<file path="src/rtl/core/scmd_pkg.sv">
package scmd_pkg;

    localparam int unsigned BYTE_W   = 8;
    localparam int unsigned STATUS_W = 2;
    localparam int unsigned INDEX_W  = 3;
    localparam int unsigned LEN_W    = 8;
    localparam int unsigned NAME_W   = 2 * BYTE_W;
    localparam int unsigned NAMES_PER_WORD = 4;
    localparam int unsigned NAME_SLOTS     = 8;
    localparam int unsigned CFG_DATA_W     = 64;
    localparam int unsigned CFG_IDX_W      = 2;
    localparam int unsigned IN_USE_W       = 4;

    localparam logic [BYTE_W-1:0] CHAR_CR  = 8'h0D;
    localparam logic [BYTE_W-1:0] CHAR_LF  = 8'h0A;
    localparam logic [BYTE_W-1:0] CHAR_NUL = 8'h00;

    localparam logic [LEN_W-1:0] MIN_NAME_LEN = 8'd2;
    localparam logic [LEN_W-1:0] LEN_MAX      = 8'hFF;

    localparam logic [STATUS_W-1:0] STATUS_MATCH     = 2'd0;
    localparam logic [STATUS_W-1:0] STATUS_NO_MATCH  = 2'd1;
    localparam logic [STATUS_W-1:0] STATUS_TOO_SHORT = 2'd2;

    localparam logic [CFG_IDX_W-1:0] CFG_NAMES_LOW  = 2'd0;
    localparam logic [CFG_IDX_W-1:0] CFG_NAMES_HIGH = 2'd1;
    localparam logic [CFG_IDX_W-1:0] CFG_NAMES_USE  = 2'd2;

    typedef enum logic [1:0] {
        TERM_NONE = 2'd0,
        TERM_CR   = 2'd1,
        TERM_LF   = 2'd2
    } t_term;

    // Line contents as seen at the terminator that closes it.
    typedef struct packed {
        logic [BYTE_W-1:0] first_char;
        logic [BYTE_W-1:0] second_char;
        logic [LEN_W-1:0]  eff_len;
    } t_line_info;

endpackage

</file>
<file path="src/rtl/core/scmd_framer.sv">
module scmd_framer #(
    parameter int unsigned LINE_CAPACITY = 256
) (
    input  logic                        i_clk,
    input  logic                        i_rst_n,
    input  logic                        i_valid,
    input  logic                        i_consume,
    input  logic [scmd_pkg::BYTE_W-1:0] i_byte,
    output logic                        o_emit,
    output scmd_pkg::t_line_info        o_line
);
    import scmd_pkg::*;

    localparam int unsigned CNT_W = $clog2(LINE_CAPACITY);
    localparam logic [CNT_W-1:0] CNT_LIMIT = CNT_W'(LINE_CAPACITY - 1);

    t_term             r_prev,   n_prev;
    logic [BYTE_W-1:0] r_first,  n_first;
    logic [BYTE_W-1:0] r_second, n_second;
    logic [CNT_W-1:0]  r_count,  n_count;
    logic [LEN_W-1:0]  r_eff,    n_eff;
    logic              r_zero,   n_zero;

    logic  is_term;
    t_term code;

    assign is_term = (i_byte == CHAR_CR) || (i_byte == CHAR_LF);
    assign code    = (i_byte == CHAR_CR) ? TERM_CR : TERM_LF;
    assign o_emit  = i_valid && is_term && ((r_prev == TERM_NONE) || (r_prev == code));

    assign o_line.first_char  = r_first;
    assign o_line.second_char = r_second;
    assign o_line.eff_len     = r_eff;

    always_comb begin
        n_prev   = r_prev;
        n_first  = r_first;
        n_second = r_second;
        n_count  = r_count;
        n_eff    = r_eff;
        n_zero   = r_zero;
        if (i_consume) begin
            n_prev = TERM_NONE;
            if (is_term) begin
                if (o_emit) begin
                    n_prev   = code;
                    n_first  = '0;
                    n_second = '0;
                    n_count  = '0;
                    n_eff    = '0;
                    n_zero   = 1'b0;
                end
            end else if (r_count < CNT_LIMIT) begin
                n_count = r_count + 1'b1;
                if (!r_zero) begin
                    if (i_byte == CHAR_NUL) begin
                        n_zero = 1'b1;
                    end else begin
                        if (r_eff == '0) begin
                            n_first = i_byte;
                        end else if (r_eff == LEN_W'(1)) begin
                            n_second = i_byte;
                        end
                        // saturate; reported length tops out at 255
                        if (r_eff != LEN_MAX) begin
                            n_eff = r_eff + 1'b1;
                        end
                    end
                end
            end
        end
    end

    always_ff @(posedge i_clk) begin
        if (!i_rst_n) begin
            r_prev   <= TERM_NONE;
            r_first  <= '0;
            r_second <= '0;
            r_count  <= '0;
            r_eff    <= '0;
            r_zero   <= 1'b0;
        end else begin
            r_prev   <= n_prev;
            r_first  <= n_first;
            r_second <= n_second;
            r_count  <= n_count;
            r_eff    <= n_eff;
            r_zero   <= n_zero;
        end
    end

endmodule

</file>
<file path="src/rtl/core/scmd_match.sv">
module scmd_match #(
    parameter int unsigned MAX_COMMANDS = 8
) (
    input  scmd_pkg::t_line_info                           i_line,
    input  logic [scmd_pkg::CFG_DATA_W-1:0]                i_names_low,
    input  logic [scmd_pkg::CFG_DATA_W-1:0]                i_names_high,
    input  logic [scmd_pkg::IN_USE_W-1:0]                  i_names_in_use,
    output logic [scmd_pkg::STATUS_W-1:0]                  o_status,
    output logic [scmd_pkg::INDEX_W-1:0]                   o_cmd_index,
    output logic [scmd_pkg::LEN_W-1:0]                     o_text_length
);
    import scmd_pkg::*;

    logic [2*CFG_DATA_W-1:0] names;
    logic [NAME_W-1:0]       key;
    logic                    hit;
    logic [INDEX_W-1:0]      hit_idx;

    assign names = {i_names_high, i_names_low};
    assign key   = {i_line.second_char, i_line.first_char};

    // Scan from the top down so the lowest matching index wins.
    always_comb begin
        hit     = 1'b0;
        hit_idx = '0;
        for (int i = MAX_COMMANDS - 1; i >= 0; i--) begin
            if ((IN_USE_W'(i) < i_names_in_use) && (names[i*NAME_W +: NAME_W] == key)) begin
                hit     = 1'b1;
                hit_idx = INDEX_W'(i);
            end
        end
    end

    always_comb begin
        o_text_length = i_line.eff_len;
        o_cmd_index   = '0;
        if (i_line.eff_len < MIN_NAME_LEN) begin
            o_status = STATUS_TOO_SHORT;
        end else if (hit) begin
            o_status    = STATUS_MATCH;
            o_cmd_index = hit_idx;
        end else begin
            o_status = STATUS_NO_MATCH;
        end
    end

endmodule

</file>
<file path="src/rtl/core/serial_command_line_matcher.sv">
// Serial command line matcher.
// Input channel: one received character per request on i_data_byte, qualified
// by i_in_valid and held off by o_in_stall. CR or LF closes a line; the second
// half of a CR LF or LF CR pair is swallowed, and a repeated identical
// terminator closes an empty line.
// Output channel: one request per closed line on o_status, o_cmd_index and
// o_text_length, qualified by o_out_valid and held off by i_out_stall.
// Status is matched (with the lowest matching name index), no match, or too
// short when the line has fewer than two characters before any zero byte.
// Configuration: i_cfg_index / i_cfg_data written when i_cfg_valid is high;
// o_cfg_ready is always high. Write only while the block is idle.
// Timing: a character is taken into the input register and is framed and
// compared in the following cycle; a closing terminator's result is loaded
// into the result register as the terminator retires from the input register,
// and o_out_valid rises with it. One character per cycle is sustained unless
// a closing terminator is held. While the receiver stalls, other characters
// keep flowing; a terminator that closes a line waits in the input register,
// with o_in_stall high, until the result register frees up.
// Reset (synchronous, active low) clears the line state, both stages and the
// name registers.
module serial_command_line_matcher #(
    parameter int unsigned LINE_CAPACITY = 256,
    parameter int unsigned MAX_COMMANDS  = 8
) (
    input  logic                            i_clk,
    input  logic                            i_rst_n,
    input  logic                            i_in_valid,
    output logic                            o_in_stall,
    input  logic [scmd_pkg::BYTE_W-1:0]     i_data_byte,
    output logic                            o_out_valid,
    input  logic                            i_out_stall,
    output logic [scmd_pkg::STATUS_W-1:0]   o_status,
    output logic [scmd_pkg::INDEX_W-1:0]    o_cmd_index,
    output logic [scmd_pkg::LEN_W-1:0]      o_text_length,
    input  logic                            i_cfg_valid,
    output logic                            o_cfg_ready,
    input  logic [scmd_pkg::CFG_IDX_W-1:0]  i_cfg_index,
    input  logic [scmd_pkg::CFG_DATA_W-1:0] i_cfg_data
);
    import scmd_pkg::*;

    // Configuration registers.
    logic [CFG_DATA_W-1:0] r_names_low;
    logic [CFG_DATA_W-1:0] r_names_high;
    logic [IN_USE_W-1:0]   r_names_in_use;

    // Input stage.
    logic              r_s1_valid;
    logic [BYTE_W-1:0] r_s1_byte;

    // Result stage.
    logic                r_out_valid;
    logic [STATUS_W-1:0] r_status;
    logic [INDEX_W-1:0]  r_cmd_index;
    logic [LEN_W-1:0]    r_text_length;

    logic                in_accept;
    logic                out_free;
    logic                s1_emit;
    logic                s1_consume;
    t_line_info          line;
    logic [STATUS_W-1:0] m_status;
    logic [INDEX_W-1:0]  m_cmd_index;
    logic [LEN_W-1:0]    m_text_length;

    assign o_cfg_ready = 1'b1;

    always_ff @(posedge i_clk) begin
        if (!i_rst_n) begin
            r_names_low    <= '0;
            r_names_high   <= '0;
            r_names_in_use <= '0;
        end else if (i_cfg_valid) begin
            unique case (i_cfg_index)
                CFG_NAMES_LOW:  r_names_low    <= i_cfg_data;
                CFG_NAMES_HIGH: r_names_high   <= i_cfg_data;
                CFG_NAMES_USE:  r_names_in_use <= i_cfg_data[IN_USE_W-1:0];
                default: ; // drop writes to unknown registers
            endcase
        end
    end

    // A held character retires unless it closes a line and the result
    // register is still occupied by an untaken request.
    assign out_free   = !r_out_valid || !i_out_stall;
    assign s1_consume = r_s1_valid && (!s1_emit || out_free);
    assign o_in_stall = r_s1_valid && !s1_consume;
    assign in_accept  = i_in_valid && !o_in_stall;

    always_ff @(posedge i_clk) begin
        if (!i_rst_n) begin
            r_s1_valid <= 1'b0;
        end else if (in_accept) begin
            r_s1_valid <= 1'b1;
        end else if (s1_consume) begin
            r_s1_valid <= 1'b0;
        end
    end

    always_ff @(posedge i_clk) begin
        if (in_accept) begin
            r_s1_byte <= i_data_byte;
        end
    end

    scmd_framer #(
        .LINE_CAPACITY (LINE_CAPACITY)
    ) u_framer (
        .i_clk     (i_clk),
        .i_rst_n   (i_rst_n),
        .i_valid   (r_s1_valid),
        .i_consume (s1_consume),
        .i_byte    (r_s1_byte),
        .o_emit    (s1_emit),
        .o_line    (line)
    );

    scmd_match #(
        .MAX_COMMANDS (MAX_COMMANDS)
    ) u_match (
        .i_line         (line),
        .i_names_low    (r_names_low),
        .i_names_high   (r_names_high),
        .i_names_in_use (r_names_in_use),
        .o_status       (m_status),
        .o_cmd_index    (m_cmd_index),
        .o_text_length  (m_text_length)
    );

    // Load a result when a line closes; drop valid once the request is taken.
    always_ff @(posedge i_clk) begin
        if (!i_rst_n) begin
            r_out_valid <= 1'b0;
        end else if (s1_consume && s1_emit) begin
            r_out_valid <= 1'b1;
        end else if (!i_out_stall) begin
            r_out_valid <= 1'b0;
        end
    end

    always_ff @(posedge i_clk) begin
        if (s1_consume && s1_emit) begin
            r_status      <= m_status;
            r_cmd_index   <= m_cmd_index;
            r_text_length <= m_text_length;
        end
    end

    assign o_out_valid   = r_out_valid;
    assign o_status      = r_status;
    assign o_cmd_index   = r_cmd_index;
    assign o_text_length = r_text_length;

endmodule
</file>
<file path="config.mk">
export PLATFORM = sky130hd
export DESIGN_NAME = serial_command_line_matcher
export DESIGN_NICKNAME = d
export VERILOG_FILES = /design/src/rtl/core/scmd_pkg.sv /design/src/rtl/core/scmd_framer.sv /design/src/rtl/core/scmd_match.sv /design/src/rtl/core/serial_command_line_matcher.sv
export SDC_FILE = /design/constraint.sdc
export NUM_CORES = 1
export LEC_CHECK = 0
export ABC_AREA = 1
export BUFFER_PORTS_ARGS = -buffer_cell sky130_fd_sc_hd__buf_2
export CORE_MARGIN = 4
export CORE_UTILIZATION = 53
export CTS_CLUSTER_SIZE = 12
export DETAILED_ROUTE_END_ITERATION = 8
export PLACE_DENSITY = 0.72
export SLEW_MARGIN = 5
export SYNTH_ARGS = -nofsm -noshare
export SYNTH_HDL_FRONTEND = slang
export SYNTH_SLANG_ARGS = --single-unit
</file>
<file path="constraint.sdc">
create_clock -name i_clk -period 2.3 [get_ports i_clk]
set_clock_uncertainty 0.2 [all_clocks]
set_input_delay 0.23 -clock i_clk [delete_from_list [all_inputs] [get_ports i_clk]]
set_output_delay 0.23 -clock i_clk [all_outputs]
set_load 0.01 [all_outputs]
</file>
After elaboration in Yosys (flattened, before gate mapping)
Index checks and enable logic that the tools add are counted.
- equal/unequal tests: 20
- reductions and logical operators: 42
- bitwise gates (word level): 1
- add/subtract/negate cells: 2
- mux-type cells: 47
- $lt $le $gt $ge: 10
- operators by type and width (kind ; count):
    two-way mux 8 bit ; 19
    equality test 16 bit ; 8
    two-way mux 1 bit ; 19
    adder 8 x 1 -> 8 bit, second input constant ; 2
    equality test 8 x 4 -> 1 bit, second input constant ; 2
    logical NOT 8 bit ; 2
    less-than comparator 3 x 4 -> 1 bit, first input constant ; 4
    logical AND 1 bit ; 14
    two-way mux 3 bit ; 4
    AND reduction 6 bit ; 2
    two-way mux 2 bit ; 5
    nonzero test 2 bit ; 5
    equality test 8 x 1 -> 1 bit, second input constant ; 1
    less-than comparator 1 x 4 -> 1 bit, first input constant ; 2
    less-than comparator 2 x 4 -> 1 bit, first input constant ; 2
    less-than comparator 8 x 2 -> 1 bit, second input constant ; 1
    less-than comparator 8 bit, second input constant ; 1
    inequality test 8 bit, second input constant ; 1
    AND reduction 7 bit ; 1
    inequality test 2 x 1 -> 1 bit, second input constant ; 3
    AND reduction 2 bit ; 3
    OR reduction 6 bit ; 1
    logical NOT 1 bit ; 5
    logical NOT 2 bit ; 2
    other kinds (9) ; 13
- flip-flop bits (word level): 190
- word-level logic and storage cells: 139
- output and inout bits: 16
- input port bits: 79

Longest topological paths before layout
- word-level depth: 13
- mapped depth: 15
- depth with buffers taken out: 14

Modules after synthesis
Synthesis repeated with hierarchy kept, for this count alone.
- cells, all modules: 1617
- area, all modules: 10487.6 sq um
- modules (own cells, without submodules) (module ; seq. area each (sq um) ; area an instance (sq um) ; times used ; cells an instance):
    serial_command_line_matcher ; 3313.2 ; 6382.4 ; 1 ; 896
    scmd_match ; 0.0 ; 2103.3 ; 1 ; 413
    scmd_framer ; 700.7 ; 2001.9 ; 1 ; 308

Worst setup path before layout
OpenSTA, ideal clock, no wires.
- path kind: flip-flop to flip-flop
- from: register r_s1_byte[4]
- to: register r_cmd_index[0] (netlist: o_cmd_index[0]) (enable)
- arrival time: 1702 ps
- stages on the path, launching flop included: 8
- buffers on the path: 0
- path slack: 13 ps
- required time: 1715 ps
- setup time: 385 ps
- clock period less this slack: 2287 ps
- cell sequence: edfxtp_1 -> inv_2 -> nand2_1 -> nor3_4 -> nand2_2 -> a21oi_1 -> nand2_1 -> nor2_1
- word-level cells in the longest chain between the ends: 9
- elaborated cells between the ends (all ways): 12
- those cells by class: eq/ne: 3; mux: 1; reduce/logical: 8
- RTL lines (element ; RTL line ; source):
    start: declaration ; serial_command_line_matcher.sv:49 ; logic [BYTE_W-1:0] r_s1_byte;
    start signal: assignment ; serial_command_line_matcher.sv:102 ; r_s1_byte <= i_data_byte;
    equality test 8 x 4 -> 1 bit ; scmd_framer.sv:27, scmd_framer.sv:28 ;
    two-way mux 2 bit ; scmd_framer.sv:28 ; assign code = (i_byte == CHAR_CR) ? TERM_CR : TERM_LF;
    equality test 2 bit ; scmd_framer.sv:29 ; assign o_emit = i_valid && is_term && ((r_prev == TERM_NONE) || (r_prev == code));
    logical OR 1 bit ; scmd_framer.sv:29 ;
    logical AND 1 bit (*) ; scmd_framer.sv:29 ;
    logical NOT 1 bit ; serial_command_line_matcher.sv:86 ; assign s1_consume = r_s1_valid && (!s1_emit || out_free);
    logical OR 1 bit ; serial_command_line_matcher.sv:86 ;
    logical AND 1 bit ; serial_command_line_matcher.sv:86 ;
    logical AND 1 bit (*) ; serial_command_line_matcher.sv:142 ; if (s1_consume && s1_emit) begin
    end signal: assignment ; serial_command_line_matcher.sv:144 ; r_cmd_index <= m_cmd_index;
    end: declaration ; serial_command_line_matcher.sv:54 ; logic [INDEX_W-1:0] r_cmd_index;
Every way passes the cells marked *; elsewhere a longest branch is shown, timed or not.
A chain may end at the register's enable or synchronous reset.

Final worst setup path
- from: register r_s1_byte[6]
- to: output port o_in_stall
- word-level cells in the longest chain between the ends: 10
- elaborated cells between the ends (all ways): 13
- those cells by class: eq/ne: 3; mux: 1; reduce/logical: 9
- RTL lines (element ; RTL line ; source):
    equality test 8 x 4 -> 1 bit ; scmd_framer.sv:27, scmd_framer.sv:28 ;
    two-way mux 2 bit ; scmd_framer.sv:28 ;
    equality test 2 bit ; scmd_framer.sv:29 ;
    logical OR 1 bit ; scmd_framer.sv:29 ;
    logical AND 1 bit (*) ; scmd_framer.sv:29 ;
    logical NOT 1 bit (*) ; serial_command_line_matcher.sv:86 ;
    logical OR 1 bit (*) ; serial_command_line_matcher.sv:86 ;
    logical AND 1 bit (*) ; serial_command_line_matcher.sv:86 ;
    logical NOT 1 bit (*) ; serial_command_line_matcher.sv:87 ; assign o_in_stall = r_s1_valid && !s1_consume;
    logical AND 1 bit (*) ; serial_command_line_matcher.sv:87 ;
    end: declaration ; serial_command_line_matcher.sv:28 ; output logic o_in_stall,
Marks and branches as above.

==> impl_metrics.py <==
metrics = {
    "run_status": {
        "outcome": "finished, violations left",
        "violations": "negative setup slack",
    },
    "power": {
        "p_leak_nw": 4.86,
        "peakVddDrop_mv": 0.545,
        "powerDensity_nw_per_um2": 669,
        "power_mw": 7.59,
    },
    "detailed_routing": {
        "post_drt_wl_per_cell_um": 16.8,
        "viasPerCell": 5.45,
        "vias": 9068,
        "first_pass_iters": 5,
        "drc": 0,
        "drt-initial-drc-count": 830,
        "wl_um": 28000,
        "drtAntennaViolNets": 0,
    },
    "yosys": {
        "synth_top_area_share": 0.379,
        "synth_warnings": 0,
        "synth-seq-area-share": 0.449,
        "ys_ff_latch": 190,
        "netlist_area_um2": 8930,
        "yosysUniqueCellTypes": 41,
        "synth-async-reset-ratio": 0,
        "syn_inst": 1257,
        "ys.flop_type": "dfxtp_1",
        "syn_area_per_cell_um2": 7.11,
        "syn_nets": 1340,
        "synth_edf_count": 21,
        "synth.largest_area_cell": "dfxtp_1",
        "synth.area.top_cells": "dfxtp_1, nor2_1, o21ai_0",
    },
    "grt": {
        "grt_use_total": 0.293,
        "grt-busiest-layer": "met2",
        "antenna_found_initial": 0,
        "grt_pass1_vias": 8230,
        "overflow": 0,
        "grt_pass1_wl_um": 42600,
        "use_met2": 0.459,
        "met3_usage": 0.0661,
        "gr-usage-met1": 0.401,
        "grt_start_max_net_pins": 77,
    },
    "timing": {
        "finalSetupTns_ps": -24.7,
        "worst_pin_slew_ps": 667,
        "rsz0062_at_grt": "yes",
        "max_slew_margin": 0.554,
        "max_freq_ghz": 0.430,
        "period_needed_ps": 2320,
        "worst_slack_ps": -24.7,
        "drv_slew": 0,
        "setup_viol": 1,
        "post-route-period-util": 1.01,
        "hold_violations": 0,
        "worst_hold_slack_ps": 35.8,
    },
    "finish": {
        "final_area_um2": 11300,
        "drive_gt1_frac": 0.154,
        "fillers": 1433,
        "syn_to_final_growth_pct": 26.9,
        "finish.utilization": 0.686,
        "fin_cells": 1664,
        "antennaDiodeCount": 0,
        "fin_nets": 1514,
    },
    "critical_path": {
        "critPathArrivalTime_ps": 1890,
        "reg2reg_from": "r_s1_byte[6]",
        "path_max_fanout": 4,
        "startpoint": "r_s1_byte[6]",
        "max_stage_delay_ps": 490,
        "end_kind": "output pin",
        "cp_slowest_cell": "edfxtp_1",
        "crit_required_ps": 1870,
        "r2r_slack_ps": 10,
        "path_class": "register to output pin",
        "timing.rr.end": "u_framer.r_second[0]",
        "rr_worst_depth": 11,
        "startpoint_type": "register",
        "crit_chain": "nor3_4 -> nand2_2 -> a21oi_2 -> nand3_2 -> inv_2 -> buf_6",
    },
    "clock_tree": {
        "cts_buffer_depth": 2,
        "cts_made_buffers": 17,
        "clock_sinks": 190,
        "clk_root_buffer_cell": "clkbuf_16",
        "path_clk_slew_ps": 70,
        "cts_tree": "built",
        "worstSkewPairLatency_ps": 430,
        "htree_num_levels": 4,
    },
    "floorplan": {
        "fp.dieW_um": 138,
        "core_area_um2": 16500,
        "start_util": 0.541,
        "pin_count": 95,
        "rows": 47,
        "die_y_um": 138,
        "die-area_um2": 19000,
    },
    "place": {
        "dpl.hpwl_um": 18600,
        "io_buffers": 93,
        "placed_cells": 1545,
        "pre_cts_ws_ps": 49.5,
        "place_area_um2": 9800,
        "gp_congestion": 0.939,
    },
    "worst_hold_path": {
        "min_path_cells": 3,
        "min_to": "r_names_high[8]",
        "hp-start": "i_rst_n",
        "hp-class": "input pin to register",
    },
    "job": {
        "drv_cap": 0,
    },
}
metal layers:
layer,wire (µm),share of wire
met5,0,0
met4,907,0.032
met3,2900,0.10
met2,12500,0.45
met1,11600,0.42
area by class of cell:
class,instances,area [µm²],share of cell area
multi-input cells,895,4320,0.381
flip-flops and latches,190,4020,0.354
clock inverters,11,108,0.00949
clock buffers,21,444,0.0392
repair buffers,223,1780,0.157
well taps,220,275,0.0243
inverters,104,402,0.0354
flip-flops by register name, summed over array words and instances, names as in the netlist:
name	flops
r_names_high	64
r_names_low	64
o_text_length	8
r_s1_byte	8
u_framer.r_count	8
u_framer.r_eff	8
u_framer.r_first	8
u_framer.r_second	8
r_names_in_use	4
o_cmd_index	3
o_status	2
u_framer.r_prev	2
o_out_valid	1
r_s1_valid	1
u_framer.r_zero	1
cell usage in the layout (no fill, tap or decap), types with 3 or more instances in the layout:
master,netlist,layout
buf_4,1,44
buf_2,20,91
o21ai_0,163,162
edfxtp_1,21,21
clkinv_4,0,3
buf_12,0,7
o22ai_1,28,28
inv_1,96,93
clkbuf_16,0,19
nor2_2,3,4
dlygate4sd3_1,0,74
inv_2,4,5
clkinv_1,4,3
a21oi_1,83,80
ha_1,4,4
xor2_1,34,34
clkbuf_1,39,3
nor2_1,280,278
buf_6,3,4
inv_6,0,4
dfxtp_2,0,3
nand4_1,8,8
nand2_2,3,11
a21oi_2,1,4
dfxtp_1,169,166
nand3_1,34,29
xnor2_1,19,19
nand2_1,205,196
nor3_1,6,6
nand3_2,2,5
clkinvlp_4,0,3
worst max path at each step:
stage | slack [ps] | depth (start not counted) | endpoint
after floorplan | 10 | 7 | o_cmd_index[0]
after global placement | 140 | 7 | r_s1_byte[5]
after detailed placement | 50 | 12 | u_framer.r_first[1]
after CTS | 2 | 8 | o_in_stall
after global routing | -140 | 8 | o_in_stall
final | -20 | 6 | o_in_stall
cell families (layout without fill, tap and decap cells):
logic type,after synthesis,count (layout),synth area share
buffers and inverters,172,359,0.0780
DFF,190,190,0.449
adders and majority gates,4,4,0.00560
xor gates and xnor gates,53,53,0.0520
and+or+nand+nor,550,550,0.247
AOI/OAI and AO/OA,287,287,0.168
other,1,1,0.000420
cell usage after synthesis, types with 5 or more instances:
| cell | number |
|---|---|
| nand3_1 | 34 |
| a21oi_1 | 83 |
| xor2_1 | 34 |
| o22ai_1 | 28 |
| o21ai_0 | 163 |
| edfxtp_1 | 21 |
| buf_2 | 20 |
| nor2_1 | 280 |
| inv_1 | 96 |
| buf_1 | 5 |
| nor3_1 | 6 |
| dfxtp_1 | 169 |
| nand4_1 | 8 |
| xnor2_1 | 19 |
| clkbuf_1 | 39 |
| nand2_1 | 205 |
what timing repair did:
item | 4_1_cts | 5_1_grt
pin swaps | 4 | 12
cloned | 0 | 4
hold endpoints to repair | 142 | 0
hold buffers | 74 | 0
buffers inserted | 2 | 7
endpoints found under the setup margin | 1 | 53
gates resized for setup | 7 | 30
power by group:
| group | internal [mW] | leakage (nW) | switching, mW |
|---|---|---|---|
| clock network | 1.52 | 0.275 | 1.31 |
| registers | 3.50 | 1.57 | 0.110 |
| logic | 0.484 | 3.01 | 0.671 |
critical path: cells and delay by family (launching register included):
kind	cells	cell delay (ps)
DFF	1	490
and+or+nand+nor	3	610
buffers and inverters	2	190
AOI/OAI and AO/OA	1	170
No activity file was read; power rests on OpenSTA's default activity.
